File: src/rtl/pdlz_pkg.sv
// ----------------------------------------------------------------------------
// pdlz_pkg
// Shared types and constants for the PalmDoc LZ77 decompressor.
// ----------------------------------------------------------------------------
package pdlz_pkg;

	localparam int unsigned HISTORY_DEPTH_DEF = 2048;
	localparam int unsigned DIST_W            = 11;
	localparam int unsigned LEN_W             = 4;
	localparam int unsigned PEND_W            = 6;
	localparam int unsigned WORD_W            = 14;

	localparam logic [7:0]       LIT_RUN_MAX = 8'h08;
	localparam logic [7:0]       PAIR_BASE   = 8'h80;
	localparam logic [7:0]       SPACE_BASE  = 8'hC0;
	localparam logic [7:0]       SPACE_CHAR  = 8'h20;
	localparam logic [7:0]       SPACE_XOR   = 8'h80;
	localparam logic [LEN_W-1:0] LEN_BIAS    = 4'd3;

	typedef struct packed {
		logic [7:0] code_byte;
		logic       record_start;
	} in_item_t;

	typedef struct packed {
		logic [7:0] out_byte;
		logic       last_of_run;
		logic       bad_distance;
	} out_item_t;

	typedef enum logic [2:0] {
		MODE_CODE = 3'b001,
		MODE_LIT  = 3'b010,
		MODE_PAIR = 3'b100
	} mode_t;

	typedef enum logic [2:0] {
		JOB_IMM   = 3'b001,
		JOB_SPACE = 3'b010,
		JOB_COPY  = 3'b100
	} job_kind_t;

endpackage

File: src/rtl/pdlz_out_fifo.sv
// ----------------------------------------------------------------------------
// pdlz_out_fifo
// Two-entry result buffer; its ready comes from a register only.
// ----------------------------------------------------------------------------
module pdlz_out_fifo import pdlz_pkg::*; (
	input  logic      clk,
	input  logic      arst_n,
	input  logic      push_valid,
	output logic      push_ready,
	input  out_item_t push_item,
	output logic      res_valid,
	input  logic      res_ready,
	output out_item_t res_item
);

	out_item_t  slot_q [2];
	logic       wr_ptr_q;
	logic       rd_ptr_q;
	logic [1:0] cnt_q;
	logic       push;
	logic       pop;

	assign push_ready = (cnt_q != 2'd2);
	assign res_valid  = (cnt_q != 2'd0);
	assign res_item   = slot_q[rd_ptr_q];
	assign push       = push_valid && push_ready;
	assign pop        = res_valid && res_ready;

	always_ff @(posedge clk or negedge arst_n) begin
		if (!arst_n) begin
			wr_ptr_q <= 1'b0;
			rd_ptr_q <= 1'b0;
			cnt_q    <= 2'd0;
		end else begin
			if (push) begin
				wr_ptr_q <= ~wr_ptr_q;
			end
			if (pop) begin
				rd_ptr_q <= ~rd_ptr_q;
			end
			if (push && !pop) begin
				cnt_q <= cnt_q + 2'd1;
			end else if (pop && !push) begin
				cnt_q <= cnt_q - 2'd1;
			end
		end
	end

	always_ff @(posedge clk) begin
		if (push) begin
			slot_q[wr_ptr_q] <= push_item;
		end
	end

endmodule

File: config.mk
export PLATFORM = sky130hd
export DESIGN_NAME = pdlz_out_fifo
export DESIGN_NICKNAME = d
export VERILOG_FILES = /design/src/rtl/pdlz_pkg.sv /design/src/rtl/pdlz_out_fifo.sv
export SDC_FILE = /design/constraint.sdc
export NUM_CORES = 1
export LEC_CHECK = 0
export ABC_AREA = 1
export ABC_CLOCK_PERIOD_IN_PS = 1600
export BUFFER_PORTS_ARGS = -buffer_cell sky130_fd_sc_hd__buf_4
export CORE_AREA = 2 2 48 50
export DETAILED_ROUTE_END_ITERATION = 8
export DIE_AREA = 0 0 50 52
export MAX_ROUTING_LAYER = met4
export PLACE_DENSITY = 0.73
export SLEW_MARGIN = 5
export SYNTH_ARGS = -nofsm -noshare
export SYNTH_HDL_FRONTEND = slang
export SYNTH_SLANG_ARGS = --single-unit
File: constraint.sdc
create_clock -name clk -period 1.6 [get_ports clk]
set_input_delay 0.32 -clock clk [delete_from_list [all_inputs] [get_ports clk]]
set_output_delay 0.32 -clock clk [all_outputs]
set_load 0.05 [all_outputs]
# Yosys cells after proc, flatten, opt, wreduce, memory -nomap -nowiden
# Memory sizes are Yosys's and may differ from the RTL's.
# Cells that the tools add are included.
[op_classes]
reduce_logical = 8
n_mux = 4
n_eq_ne = 1
addsub = 2
n_bitwise = 2
[op_table]
columns = ["cell", "n"]
rows = [
  ["$logic_and 1x1->1", 4],
  ["$mux 2", 2],
  ["$reduce_bool 2->1", 2],
  ["$add 2x1->2 const B", 1],
  ["$logic_not 1->1", 2],
  ["$mux 1", 2],
  ["$ne 2x2->1 const B", 1],
  ["$not 1->1", 2],
  ["$sub 2x1->2 const B", 1],
]
[totals]
reg_bits = 4
n_memories = 1
mem_bits_rw = 20
elab_cells = 21
[memory_table]
columns = ["name", "depth", "width", "read_ports", "rd_clocked_by_memory_dff", "write_ports", "line", "source"]
rows = [
  ["slot_q", 2, 10, 1, 0, 1, "pdlz_out_fifo.sv:16", "out_item_t slot_q [2];"],
]

# Logic depth before layout (Yosys ltp)
[depth]
depth_word = 6
depth_mapped = 10
depth_no_buf = 10

# Least setup slack after synthesis
# Ideal clock, no wire load.
[synth_timing]
path_type = "reg-to-reg"
startpoint = "reg cnt_q[0]"
endpoint = "mem slot_q[0][0] (netlist name), enable pin"
stages_incl_launch_ff = 5
path_slack_ns = 0.081
period_less_slack_ns = 1.519
t_arrival_ns = 1.143
cell_sequence = "dfrtp_1 -> inv_2 -> nand2_4 -> nand2_4 -> nor2_1"
[synth_via]
elab_chain_len = 4
[synth_lines]
columns = ["item", "line", "source"]
rows = [
  ["start: declaration", "pdlz_out_fifo.sv:19", "logic [1:0] cnt_q;"],
  ["start signal: assignment", "pdlz_out_fifo.sv:42", "cnt_q <= cnt_q + 2'd1;"],
  ["start signal: assignment", "pdlz_out_fifo.sv:44", "cnt_q <= cnt_q - 2'd1;"],
  ["$ne 2x2->1", "pdlz_out_fifo.sv:23", "assign push_ready = (cnt_q != 2'd2);"],
  ["named net push_ready", "pdlz_out_fifo.sv:9", "output logic push_ready,"],
  ["$logic_and 1x1->1", "pdlz_out_fifo.sv:26", "assign push = push_valid && push_ready;"],
  ["$mux 1", "pdlz_out_fifo.sv:50", "if (push) begin"],
  ["$mux 1 (not written as such)", "pdlz_out_fifo.sv:51", "slot_q[wr_ptr_q] <= push_item;"],
  ["end: declaration", "pdlz_out_fifo.sv:16", ""],
]
# The timed path passes the listed nets, and every way through them passes these cells.

==> flow_summary.toml <==
[timing]
fmax_mhz = 628
finalHoldViolCount = 0
fin_crit_ns = 1.59
setup_violations = 0
holdWs_ns = 0.190
tightest_slew_ns = 0.202
fin_skew_ns = 0.00352
rsz0062_at_grt = "true"
relSlewSlack_pct = 86.5
post-route-period-util_pct = 99.5
drv_slew = 0
tns_ns = 0
fin_ws_ns = 0.00813

[min_path]
whs_path_depth = 1
hp-class = "input port to flip-flop"

[die]
die_x_um = 50
chipHeight_um = 52
start_util_pct = 46.3
core_um2 = 2110
dieArea_um2 = 2600
ios = 26
num_rows = 17

[yosys]
syn-num-nets = 96
syn_area_per_cell_um2 = 12.0
synth_cell_types = 15
synth_warnings = 0
synthCells = 81
ys_seq_elements = 24
seq_area_frac_synth_pct = 71.9
synth_area_um2 = 975

[routing]
vias = 676
post-route-drc-count = 0
first_iter_violations = 16
vias_per_cell = 4.73
routedWlPerCell_um = 12.5
drt_pre_antenna_iters = 5
drt.antenna.violating_nets = 0
wl_um = 1790

[power_and_ir_drop]
finalPower_mw = 2.82
leakage_nw = 0.589
power_density_nw_per_um2 = 2150
vdd_drop_max_mv = 1.20

[placement]
place_inst = 135
dpl_cell_area_um2 = 1200
routabilityCongestion = 0.721
post-place-ws_ns = 0.197
portBuffers = 25
hpwl_um = 1140

[final_layout]
syn_to_final_growth_pct = 34.8
final_util_pct = 62.4
diodes = 0
final_cell_mix = "nand2_1 (34), edfxtp_1 (20), buf_4 (19), buf_6 (11)"
design_area_um2 = 1310
drive_above_1_share_pct = 39.1
final_cells = 143
mostFrequentLayoutCell = "nand2_1"
nets = 131

[global_routing]
grt_max_degree = 14
grt.total_usage_pct = 15.9
grt_antenna_before_repair = 0
grt_pass1_vias = 613
grt_overflow = 0
grt_pass1_wl_um = 2780

[worst_setup_path]
crit_path_end_kind = "primary output"
r2r_slack_ns = 0.20
critPathKind = "flip-flop to primary output"
crit_path_start_kind = "flip-flop"
reg2regPathDepth = 9
cp.arrival_ns = 1.27
cp.required_ns = 1.28
path_max_fanout = 6

[clock_tree]
clkLatencyLatePin_ns = 0.30
cts-root-buf = "clkbuf_4"
cts_tree = "yes"
clock_sinks = 24
cts.clk_slew.worst_paths_ns = 0.12
htree_levels = 1
clockBufferDepth = 2
cts_inserted_buffers = 3

[outcome]
status = "complete, no violations"

[flow_run]
drv_cap = 0
-- state kept, by name, summed over array words and instances, names as in the netlist --
name / count
rd_ptr_q: 1
slot_q: 20
wr_ptr_q: 1
cnt_q: 2
-- repair_timing --
| item | CTS | global route |
|---|---|---|
| hold buffers | 1 | 0 |
| endpoints found under the setup margin | 10 | 10 |
| pin swaps | 0 | 4 |
| setup buffers | 1 | 1 |
| endpoints found under the hold margin | 4 | 0 |
| gates cloned | 1 | 0 |
| gates resized for setup | 4 | 12 |
-- synthesized netlist by cell type --
cell type	count	area, µm²
nand2_1	36	135
edfxtp_1	20	601
inv_1	5	18.8
dfrtp_1	4	100
inv_2	2	7.51
nand2_2	2	12.5
nand2_4	2	22.5
nand3_1	2	10.0
nor2_1	2	7.51
buf_2	1	5.00
buf_6	1	11.3
ha_1	1	12.5
nand4_1	1	6.26
xnor2_1	1	8.76
xor2_2	1	16.3
-- report_power, final --
| part | internal, mW | leakage [nW] | total [mW] | switching, mW |
|---|---|---|---|---|
| registers | 0.869 | 0.232 | 0.967 | 0.0974 |
| clock network | 0.0910 | 0.0154 | 0.258 | 0.167 |
| logic | 0.550 | 0.341 | 1.59 | 1.04 |
| total | 1.51 | 0.589 | 2.82 | 1.31 |
-- worst paths after layout --
| kind | start | endpoint |
|---|---|---|
| worst max-delay path | rd_ptr_q | res_item[6] |
| worst min-delay path | push_item[6] | slot_q[1][6] |
| worst max register to register | cnt_q[0] | cnt_q[1] |
| worst min register to register | cnt_q[0] | cnt_q[0] |
| max in group asynchronous | arst_n | rd_ptr_q |
| min in group asynchronous | arst_n | cnt_q[0] |
-- layer usage --
metal	part of all wire (%)	vias to the layer above	GRT usage [%]
li1	-	329	-
met1	42	324	18.1
met2	53	19	26.3
met3	3.2	4	3.45
met4	1.0	0	8.33
met5	0	-	-
-- logic make-up (layout without fill, tap and decap cells) --
family	count (synthesis)	count (layout)	synth area share [%]
XOR/XNOR	2	2	2.57
adder cells (fa/ha/maj)	1	1	1.28
buffers and inverters	9	43	4.36
flip-flops	24	24	71.9
AND/OR/NAND/NOR	45	45	19.9
-- final cells by class --
| class | instances | area (µm²) |
|---|---|---|
| inverter | 7 | 30.0 |
| timing repair buffer | 31 | 277 |
| clock buffer | 3 | 22.5 |
| sequential | 24 | 702 |
| tap | 28 | 35.0 |
| multi-input combinational | 48 | 236 |
| clock inverter | 1 | 3.75 |
| fill | 171 | 792 |
| timing repair inverter | 1 | 7.51 |
-- critical path, cell delays in order (launching register included) --
cell and delay, ns:
dfrtp_2 0.46, clkinvlp_4 0.18, nand2_1 0.11, nand2_1 0.07, buf_6 0.15
No activity file was read; power rests on OpenSTA's default activity.
