===== config.mk =====
export PLATFORM = sky130hd
export DESIGN_NAME = pdlz_ctrl
export DESIGN_NICKNAME = d
export VERILOG_FILES = /design/src/rtl/pdlz_pkg.sv /design/src/rtl/pdlz_ctrl.sv
export SDC_FILE = /design/constraint.sdc
export NUM_CORES = 1
export LEC_CHECK = 0
export BUFFER_PORTS_ARGS = -buffer_cell sky130_fd_sc_hd__buf_2
export CAP_MARGIN = 20
export CELL_PAD_IN_SITES_DETAIL_PLACEMENT = 2
export CELL_PAD_IN_SITES_GLOBAL_PLACEMENT = 2
export CORE_MARGIN = 8
export CORE_UTILIZATION = 35
export DETAILED_ROUTE_END_ITERATION = 10
export HOLD_SLACK_MARGIN = 0.15
export PLACE_DENSITY = 0.72
export SYNTH_ARGS = -nofsm -noshare
export SYNTH_HDL_FRONTEND = slang
export SYNTH_SLANG_ARGS = --single-unit
export TNS_END_PERCENT = 1

===== constraint.sdc =====
create_clock -name clk -period 2.72 [get_ports clk]
set_clock_uncertainty 0.2 [all_clocks]
set_input_delay 0.272 -clock clk [delete_from_list [all_inputs] [get_ports clk]]
set_output_delay 0.272 -clock clk [all_outputs]
set_load 0.02 [all_outputs]

===== src/rtl/pdlz_pkg.sv =====
// ----------------------------------------------------------------------------
// pdlz_pkg
// Shared types and constants for the PalmDoc LZ77 decompressor.
// ----------------------------------------------------------------------------
package pdlz_pkg;

	localparam int unsigned HISTORY_DEPTH_DEF = 2048;
	localparam int unsigned DIST_W            = 11;
	localparam int unsigned LEN_W             = 4;
	localparam int unsigned PEND_W            = 6;
	localparam int unsigned WORD_W            = 14;

	localparam logic [7:0]       LIT_RUN_MAX = 8'h08;
	localparam logic [7:0]       PAIR_BASE   = 8'h80;
	localparam logic [7:0]       SPACE_BASE  = 8'hC0;
	localparam logic [7:0]       SPACE_CHAR  = 8'h20;
	localparam logic [7:0]       SPACE_XOR   = 8'h80;
	localparam logic [LEN_W-1:0] LEN_BIAS    = 4'd3;

	typedef struct packed {
		logic [7:0] code_byte;
		logic       record_start;
	} in_item_t;

	typedef struct packed {
		logic [7:0] out_byte;
		logic       last_of_run;
		logic       bad_distance;
	} out_item_t;

	typedef enum logic [2:0] {
		MODE_CODE = 3'b001,
		MODE_LIT  = 3'b010,
		MODE_PAIR = 3'b100
	} mode_t;

	typedef enum logic [2:0] {
		JOB_IMM   = 3'b001,
		JOB_SPACE = 3'b010,
		JOB_COPY  = 3'b100
	} job_kind_t;

endpackage


===== src/rtl/pdlz_ctrl.sv =====
// ----------------------------------------------------------------------------
// pdlz_ctrl
// Code byte decoder, byte sequencer and history read/emit stage.
// ----------------------------------------------------------------------------
module pdlz_ctrl import pdlz_pkg::*; #(
	parameter int unsigned DEPTH = HISTORY_DEPTH_DEF,
	parameter int unsigned AW    = $clog2(DEPTH)
) (
	input  logic          clk,
	input  logic          arst_n,
	input  logic          item_valid,
	output logic          item_ready,
	input  in_item_t      item,
	output logic          push_valid,
	input  logic          push_ready,
	output out_item_t     push_item,
	output logic          hist_we,
	output logic [AW-1:0] hist_waddr,
	output logic [7:0]    hist_wdata,
	output logic          hist_re,
	output logic [AW-1:0] hist_raddr,
	input  logic [7:0]    hist_rdata
);

	localparam int unsigned CW = AW + 1;
	localparam logic [CW-1:0] DEPTH_C = CW'(DEPTH);
	localparam logic [AW-1:0] LAST_ADDR = AW'(DEPTH - 1);

	// Decoder state.
	mode_t             mode_q;
	logic [LEN_W-1:0]  lit_left_q;
	logic [PEND_W-1:0] pend_hi_q;
	logic [AW-1:0]     wi_q;
	logic [CW-1:0]     count_q;

	// Job being sequenced.
	job_kind_t         job_kind_q;
	logic [LEN_W-1:0]  job_left_q;
	logic [7:0]        job_byte_q;
	logic [DIST_W-1:0] job_dist_q;
	logic              job_first_q;
	logic              job_bad_q;
	logic [AW-1:0]     src_q;

	// Emit stage.
	logic          s1_valid_q;
	logic          s1_mem_s1;
	logic [7:0]    s1_imm_s1;
	logic          s1_bad_s1;
	logic          s1_last_s1;
	logic [AW-1:0] s1_waddr_s1;
	logic          s1_fwd_s1;
	logic [7:0]    s1_fwd_data_s1;

	logic              s1_fire;
	logic              s1_free;
	logic              issue;
	logic              accept;
	logic [7:0]        s1_byte;

	mode_t             mode_eff;
	mode_t             mode_d;
	logic [LEN_W-1:0]  lit_eff;
	logic [LEN_W-1:0]  lit_next;
	logic [LEN_W-1:0]  lit_d;
	logic [PEND_W-1:0] pend_eff;
	logic [PEND_W-1:0] pend_d;
	logic [WORD_W-1:0] word;
	job_kind_t         ld_kind;
	logic [LEN_W-1:0]  ld_left;
	logic [7:0]        ld_byte;
	logic [DIST_W-1:0] ld_dist;

	logic [CW-1:0]     dist_ext;
	logic [CW-1:0]     wi_ext;
	logic [CW-1:0]     src_wide;
	logic [AW-1:0]     rd_addr;
	logic [AW-1:0]     src_next;
	logic              bad_now;
	logic              is_copy;
	logic [7:0]        req_byte;

	assign s1_fire    = s1_valid_q && push_ready;
	assign s1_free    = !s1_valid_q || s1_fire;
	assign issue      = (job_left_q != '0) && s1_free;
	assign item_ready = (job_left_q == '0) || ((job_left_q == LEN_W'(1)) && issue);
	assign accept     = item_valid && item_ready;

	// Decode of the incoming byte; a record start restarts in code mode.
	always_comb begin
		mode_eff = item.record_start ? MODE_CODE : mode_q;
		lit_eff  = item.record_start ? '0 : lit_left_q;
		pend_eff = item.record_start ? '0 : pend_hi_q;
		word     = {pend_eff, item.code_byte};
		lit_next = (lit_eff == '0) ? '0 : lit_eff - LEN_W'(1);
		mode_d   = MODE_CODE;
		lit_d    = lit_eff;
		pend_d   = pend_eff;
		ld_kind  = JOB_IMM;
		ld_left  = '0;
		ld_byte  = item.code_byte;
		ld_dist  = '0;
		unique case (mode_eff)
			MODE_LIT: begin
				ld_left = LEN_W'(1);
				lit_d   = lit_next;
				mode_d  = (lit_next == '0) ? MODE_CODE : MODE_LIT;
			end
			MODE_PAIR: begin
				ld_kind = JOB_COPY;
				ld_left = LEN_W'(word[2:0]) + LEN_BIAS;
				ld_dist = word[WORD_W-1:3];
				pend_d  = '0;
			end
			default: begin
				priority if ((item.code_byte != 8'h00) && (item.code_byte <= LIT_RUN_MAX)) begin
					lit_d  = item.code_byte[LEN_W-1:0];
					mode_d = MODE_LIT;
				end else if (item.code_byte < PAIR_BASE) begin
					ld_left = LEN_W'(1);
				end else if (item.code_byte >= SPACE_BASE) begin
					ld_kind = JOB_SPACE;
					ld_left = LEN_W'(2);
					ld_byte = item.code_byte ^ SPACE_XOR;
				end else begin
					pend_d = item.code_byte[PEND_W-1:0];
					mode_d = MODE_PAIR;
				end
			end
		endcase
	end

	// Source address and distance check for the byte being issued.
	always_comb begin
		dist_ext = CW'(job_dist_q);
		wi_ext   = CW'(wi_q);
		if (wi_ext >= dist_ext) begin
			src_wide = wi_ext - dist_ext;
		end else begin
			src_wide = wi_ext + DEPTH_C - dist_ext;
		end
		rd_addr  = job_first_q ? src_wide[AW-1:0] : src_q;
		src_next = (rd_addr == LAST_ADDR) ? '0 : rd_addr + AW'(1);
		bad_now  = job_first_q ? ((job_dist_q == '0) || (dist_ext > count_q)) : job_bad_q;
		is_copy  = (job_kind_q == JOB_COPY);
		req_byte = job_byte_q;
		unique case (job_kind_q)
			JOB_IMM:   req_byte = job_byte_q;
			JOB_SPACE: req_byte = (job_left_q == LEN_W'(2)) ? SPACE_CHAR : job_byte_q;
			JOB_COPY:  req_byte = 8'h00;
			default:   req_byte = job_byte_q;
		endcase
	end

	always_comb begin
		if (s1_bad_s1) begin
			s1_byte = 8'h00;
		end else if (s1_mem_s1) begin
			s1_byte = s1_fwd_s1 ? s1_fwd_data_s1 : hist_rdata;
		end else begin
			s1_byte = s1_imm_s1;
		end
	end

	assign hist_re    = issue && is_copy;
	assign hist_raddr = rd_addr;
	assign hist_we    = s1_fire;
	assign hist_waddr = s1_waddr_s1;
	assign hist_wdata = s1_byte;

	assign push_valid             = s1_valid_q;
	assign push_item.out_byte     = s1_byte;
	assign push_item.last_of_run  = s1_last_s1;
	assign push_item.bad_distance = s1_bad_s1;

	always_ff @(posedge clk or negedge arst_n) begin
		if (!arst_n) begin
			mode_q      <= MODE_CODE;
			lit_left_q  <= '0;
			pend_hi_q   <= '0;
			wi_q        <= '0;
			count_q     <= '0;
			job_left_q  <= '0;
			job_first_q <= 1'b0;
			s1_valid_q  <= 1'b0;
		end else begin
			if (accept) begin
				mode_q      <= mode_d;
				lit_left_q  <= lit_d;
				pend_hi_q   <= pend_d;
				job_left_q  <= ld_left;
				job_first_q <= 1'b1;
			end else if (issue) begin
				job_left_q  <= job_left_q - LEN_W'(1);
				job_first_q <= 1'b0;
			end
			if (accept && item.record_start) begin
				wi_q    <= '0;
				count_q <= '0;
			end else if (issue) begin
				wi_q <= (wi_q == LAST_ADDR) ? '0 : wi_q + AW'(1);
				if (count_q != DEPTH_C) begin
					count_q <= count_q + CW'(1);
				end
			end
			if (issue) begin
				s1_valid_q <= 1'b1;
			end else if (s1_fire) begin
				s1_valid_q <= 1'b0;
			end
		end
	end

	always_ff @(posedge clk) begin
		if (accept) begin
			job_kind_q <= ld_kind;
			job_byte_q <= ld_byte;
			job_dist_q <= ld_dist;
		end else if (issue) begin
			src_q     <= src_next;
			job_bad_q <= bad_now;
		end
		if (issue) begin
			s1_mem_s1      <= is_copy;
			s1_imm_s1      <= req_byte;
			s1_bad_s1      <= is_copy && bad_now;
			s1_last_s1     <= (job_left_q == LEN_W'(1));
			s1_waddr_s1    <= wi_q;
			// A read of the entry being written this cycle takes the new byte.
			s1_fwd_s1      <= is_copy && s1_fire && (s1_waddr_s1 == rd_addr);
			s1_fwd_data_s1 <= s1_byte;
		end
	end

	a_lit_mode_has_run: assert property (@(posedge clk) disable iff (!arst_n)
		(mode_q == MODE_LIT) |-> (lit_left_q != '0))
		else $error("literal mode with an empty run");

	a_count_bounded: assert property (@(posedge clk) disable iff (!arst_n)
		count_q <= DEPTH_C)
		else $error("decoded count beyond history depth");

	a_index_tracks_count: assert property (@(posedge clk) disable iff (!arst_n)
		(count_q < DEPTH_C) |-> (CW'(wi_q) == count_q))
		else $error("write index out of step with decoded count");

	a_fwd_only_copy: assert property (@(posedge clk) disable iff (!arst_n)
		(s1_valid_q && s1_fwd_s1) |-> s1_mem_s1)
		else $error("forwarded byte on a non-copy transfer");

endmodule


==> Word level (Yosys, flattened, before mapping) <==
Cells that the tools add are included.
{ "word_totals": {"ff_bits": 107, "output_inout_bits": 44} }
{ "op_classes": {"reduce_logical": 27, "magnitude_cmp": 5, "bitwise_logic": 2, "mux": 47, "n_eq_ne": 10, "n_addsub": 9} }
{ "ops": {"columns": ["op", "n"], "rows": [
  ["$mux 8", 8],
  ["$mux 11", 5],
  ["$mux 12", 3],
  ["$add 11x1->11 const B", 3],
  ["$mux 6", 4],
  ["$eq 11x11->1 const B", 2],
  ["$sub 11x11->11", 2],
  ["$mux 4", 5],
  ["$pmux 4 s2", 2],
  ["$pmux 8 s2", 1],
  ["$mux 2", 7],
  ["$add 12x1->12 const B", 1],
  ["$gt 11x12->1", 1],
  ["$logic_not 4->1", 3],
  ["$mux 3", 4],
  ["$ne 12x12->1 const B", 1],
  ["$pmux 3 s2", 2],
  ["$pmux 6 s2", 1],
  ["$eq 11x11->1", 1],
  ["$ge 11x11->1", 1],
  ["$logic_not 11->1", 1],
  ["$logic_and 1x1->1", 10],
  ["$ge 8x8->1 const B", 1],
  ["$le 8x4->1 const B", 1],
  ["other kinds (16)", 30]
]} }

==> Logic depth before layout (Yosys ltp) <==
{ "logic_depth": {"depth_word": 9, "mapped_depth": 12} }

==> Least setup slack after synthesis <==
No wires, ideal clock.
{ "synth_timing": {"path_kind": "flip-flop to flip-flop", "from": "reg job_left_q[0]", "to": "reg job_bad_q, enable pin", "arrival_ns": 2.678, "required_ns": 2.156, "n_path_buf": 1, "path_slack_ns": -0.523, "synth_period_minus_slack_ns": 3.243, "stages_incl_launch_ff": 9, "setup_time_ns": 0.364, "path_cell_list": "dfrtp_1 > inv_1 > ha_1 > a21oi_1 > nor3_2 > nand2_1 > inv_1 > clkbuf_1 > nor2_1"} }
{ "synth_between": {"elab_chain_cells": 7, "elab_cells_between_ends": 9} }
{ "synth_rtl": {"columns": ["item", "line_no", "source"], "rows": [
  ["from (decl)", "pdlz_ctrl.sv:38", "logic [LEN_W-1:0] job_left_q;"],
  ["from (signal assigned)", "pdlz_ctrl.sv:191", "job_left_q <= ld_left;"],
  ["from (signal assigned)", "pdlz_ctrl.sv:194", "job_left_q <= job_left_q - LEN_W'(1);"],
  ["$reduce_bool 4->1", "pdlz_ctrl.sv:85", "assign issue = (job_left_q != '0) && s1_free;"],
  ["$logic_and 1x1->1", "pdlz_ctrl.sv:85", null],
  ["$logic_and 1x1->1", "pdlz_ctrl.sv:86", "assign item_ready = (job_left_q == '0) || ((job_left_q == LEN_W'(1)) && issue);"],
  ["$logic_or 1x1->1 (*)", "pdlz_ctrl.sv:86", null],
  ["via item_ready", "pdlz_ctrl.sv:12", "output logic item_ready,"],
  ["$logic_and 1x1->1 (*)", "pdlz_ctrl.sv:87", "assign accept = item_valid && item_ready;"],
  ["via accept", "pdlz_ctrl.sv:58", "logic accept;"],
  ["$not 1->1 (no line) (*)", null, null],
  ["$reduce_and 2->1 (no line) (*)", null, null],
  ["to (signal assigned)", "pdlz_ctrl.sv:221", "job_bad_q <= bad_now;"],
  ["to (decl)", "pdlz_ctrl.sv:42", "logic job_bad_q;"]
]} }
Mark *: on every way through the listed nets, which the timed path passes. The rest lies on a longest branch.
A chain may end at the register's enable or synchronous reset.

==> Final worst setup path <==
{ "layout_timing": {"from": "reg wi_q[0]", "to": "out hist_raddr[10]"} }
{ "layout_between": {"elab_chain_cells": 4, "elab_cells_between_ends": 6} }
{ "layout_rtl": {"columns": ["item", "line_no", "source"], "rows": [
  ["from (decl)", "pdlz_ctrl.sv:33", "logic [AW-1:0] wi_q;"],
  ["from (signal assigned)", "pdlz_ctrl.sv:201", "wi_q <= (wi_q == LAST_ADDR) ? '0 : wi_q + AW'(1);"],
  ["$add 11x1->11", "pdlz_ctrl.sv:140", "src_wide = wi_ext + DEPTH_C - dist_ext;"],
  ["$sub 11x11->11", "pdlz_ctrl.sv:140", null],
  ["$mux 11 (*)", "pdlz_ctrl.sv:137", "if (wi_ext >= dist_ext) begin"],
  ["$mux 11 (*)", "pdlz_ctrl.sv:142", "rd_addr = job_first_q ? src_wide[AW-1:0] : src_q;"],
  ["to (decl)", "pdlz_ctrl.sv:21", "output logic [AW-1:0] hist_raddr,"]
]} }
Every way passes the cells marked *; elsewhere a longest branch is shown, timed or not.

==> out/summary.md <==
The logs give 16.0 mm for the detailed-placement wirelength estimate and 0 for the number of violations of the max-capacitance limit. Post-route setup TNS: -4.17 ns. After detailed routing, the number of remaining DRC violations is 0.

The maximum fanout count along the critical path is 4, and the growth of design area from synthesis to finish is 26.6%. Counting the buffers created by CTS gives 9. The run gives 49 as the row count. The most frequent cell after synthesis is edfxtp_1. The post-synthesis cell type count was 77.

Setup repair after global routing could not meet its margin everywhere. Of all flip-flops after synthesis, the portion carrying an async set or reset was 39.3%. The fraction of post-synthesis cell area in the top cell type by area works out to 30.8%. The repair_antennas step left the layout with diodes totalling 0. Worst setup path startpoint: wi_q[0]$_DFFE_PN0P_. In the final layout, the share of cells above drive strength 1 is 28.5%. For the initial antenna violation count, the log shows 0. The analysis attributes to cell leakage a power of 3.40 nW. In this run the tightest slew margin relative to its limit is 44.8%. Counting every sink on the clock net gives 107. Counting cells, the worst reg-to-reg path comes to 12. Worst setup path endpoint: hist_raddr[10]. The die covers 22700 µm². The element type at the critical path end was an output port. A synthesized cell averages 10.4 µm². The peak per-stage delay on the critical path is 0.40 ns, and the worst hold-check slack is 0.180 ns.

The final critical path takes up 113% of the cycle. The total nets after synthesis is 660, and the data required time of the worst path is 2.25 ns. The buffers plus inverters on the worst setup path came out at 4.

The largest total area in the synthesized netlist belongs to edfxtp_1. Predominant post-synthesis flop cell: edfxtp_1. The run gives 0.36 ns as the insertion delay of the later-clocked pin in the worst-skew pair.

The time the final worst path needs with I/O delays and setup works out to 3.08 ns. The post-synthesis cell area was 6340 µm²; the residual antenna-violating net count after detailed routing was 0. Cells fill 44.8% of the core in the end. The tools report the final worst slack as -0.356 ns. The fill cell instance count of the final layout was 1886; the flip-flop and latch count after synthesis was 107. Setup violations remaining at the end of the flow were counted as 20. The congestion estimate from routability-driven global placement came to 0.847. The first detailed-routing pass ran for 4 iterations. Walking the worst path, the cells encountered are inv_2 > ha_4 > inv_2 > fa_2 > a211oi_4 > o211a_1 > nor4b_2 > a211o_2 > buf_6 > buf_6. The vertical extent of the die was 151 µm. The CTS clock-pin slew for the worst setup and hold paths came out at 0.07 ns. The effective utilization at floorplan was 35.4%. The worst-case IR drop observed on VDD is 0.000584 V. The final wirelength was 21.5 mm. In the synthesized netlist, the cells that appear most often are 65 x edfxtp_1, 60 x nor2_1, 43 x inv_1, 41 x dfrtp_1, 39 x nand2_1. The number of DRC markers after the initial detailed-route iteration was 178. The top-level port count is 65, and the quantity of I/O buffers inserted on ports is 64.

The largest delay contributor family on the critical path is compound AO/OA/AOI/OAI gates. The reg-to-reg critical path endpoint was s1_fwd_s1$_DFFE_PP_. Data on the critical path arrives at its endpoint at 2.60 ns. The tools report the placed cell area as 7370 µm². The startpoint of the most critical register-to-register path is wi_q[0]$_DFFE_PN0P_. The completed layout was analyzed and its total power is 9.14 mW. The via count of the first global-routing pass is 6022, and the slew at the pin closest to its max-slew limit is 0.815 ns. The tools report the launch instance of the worst min-delay path as item_valid.

Entering global routing, the biggest net connects 43 pins. TritonCTS built the clock tree. The final reports fail on setup timing. Prior to clock tree synthesis, the placed netlist has a worst setup slack of -0.373 ns.

Gate count after technology mapping: 608. Clock tree synthesis selected as its root buffer the cell clkbuf_16. The register-to-register path setup slack is -0.32 ns, and the maximum clock insertion buffer count is 2. The area of combinational cells with multiple inputs was 3210 µm²; the power density over cell area was 1140 nW/µm².

The total number of yosys warnings was 0. Counting buffers and inverters, the worst setup path is 10 cells deep. Among all stages on the critical path, the largest delay is contributed by dfrtp_1. Overall via count from detail_route: 5242. The per-cell via count in the routed design came out at 5.34. After synthesis, the cell types taking the most area are edfxtp_1 31%, dfrtp_1 16%, ha_1 5.9%. After detailed routing, the average wire length per cell comes to 21.9 µm. For the final net count, the log shows 799. The H-tree was split into 3 levels.

The total area inside the core boundary comes to 17900 µm². The number of slew-limit violations in the final report came out at 0. The tools report the startpoint kind of the worst setup timing path as a flip-flop.

The run gives 8030 µm² as the final non-filler cell area. The storage element area was 3010 µm². The final number of hold-violating endpoints came out at 0. For this run, the top clock speed supported by timing is 325 MHz.

The worst setup path is of the reg -> out kind. The total track usage is 19.2%. The number of instances on the worst hold path came out at 4. The count of non-filler cells in the finished layout was 981.

The run finished, with violations left. The horizontal die dimension is 151 µm. Sequential cells were found to cover 47.4% of the synthesized design area. The wire length of the first global-routing pass is 33.7 mm, and the number of flops mapped to enable cells by yosys is 65. The final global-route overflow total is 0. The number of placed instances, taps included, is 945. The worst hold path belongs to the class in -> reg.
per-layer routing:
layer,share of wire (%),GRT usage [%],vias to the layer above
met5,0,0,-
met2,55,35.9,75
met3,2.8,3.46,24
li1,-,-,2446
met1,41,21.8,2697
met4,1.5,5.49,0
cell families after synthesis:
logic type	count (synthesis)	share of synthesized area (%)
buffers and inverters	71	5.07
xor gates and xnor gates	48	6.63
adders and majority gates	31	6.23
DFF	107	47.4
muxes	15	2.54
AOI/OAI and AO/OA	130	14.8
and+or+nand+nor	206	17.3
sequential cells by signal, summed over array words and instances (netlist names), 3 cells and up:
register        flops
wi_q               11
hist_waddr         11
job_kind_q          3
src_q              11
s1_imm_s1           8
s1_fwd_data_s1      8
job_left_q          4
lit_left_q          4
count_q            12
pend_hi_q           6
job_byte_q          8
mode_q              3
job_dist_q         11
placed cells by master (no fill, tap or decap), types with 16 or more instances in the layout:
cell / Yosys / final
o21ai_0: 17 / 17
edfxtp_1: 65 / 65
buf_4: 12 / 77
buf_2: 2 / 60
inv_1: 43 / 40
nor2_1: 60 / 59
xnor2_1: 27 / 26
dfrtp_1: 41 / 40
nand2_1: 39 / 39
xor2_1: 21 / 19
ha_1: 30 / 26
a21oi_1: 33 / 31
and2_1: 16 / 16
report_power, final:
group / switching (mW) / internal (mW)
clock: 0.649 / 0.628
sequential: 0.492 / 2.39
combinational: 2.81 / 2.18
total: 3.95 / 5.19
worst reg2reg max path, delay by kind of cell (launching register included):
family,cells,cell delay (ns)
compound gates,4,1.16
xor+xnor,1,0.15
simple gates,2,0.16
buf+inv,3,0.28
flops,1,0.40
fa+ha+maj,2,0.50
layout make-up:
| class | count | share of cell area (%) |
|---|---|---|
| Multi-Input combinational cell | 430 | 40.0 |
| Tap cell | 229 | 3.57 |
| Inverter | 44 | 2.06 |
| Clock inverter | 7 | 0.639 |
| Clock buffer | 9 | 2.81 |
| Timing Repair Buffer | 155 | 13.5 |
| Sequential cell | 107 | 37.4 |
how the worst min path moves through the flow:
| stage | end | slack (ns) |
|---|---|---|
| final | job_first_q$_DFFE_PN0P_ | 0.18 |
| after global routing | job_first_q$_DFFE_PN0P_ | 0.21 |
| after CTS | job_first_q$_DFFE_PN0P_ | 0.17 |
| after detailed placement | pend_hi_q[4]$_DFFE_PN0P_ | 0.29 |
| after global placement | pend_hi_q[1]$_DFFE_PN0P_ | 0.28 |
| after floorplan | count_q[0]$_DFFE_PN0P_ | -0.22 |
timing repair:
item                                    CTS  global route
buffers inserted                          7             1
hold buffers                             10             1
hold endpoints to repair                 64             4
endpoints found under the setup margin   20            25
pin swaps                                14             4
resized for setup                        30             9
No activity file was read; power rests on OpenSTA's default activity.
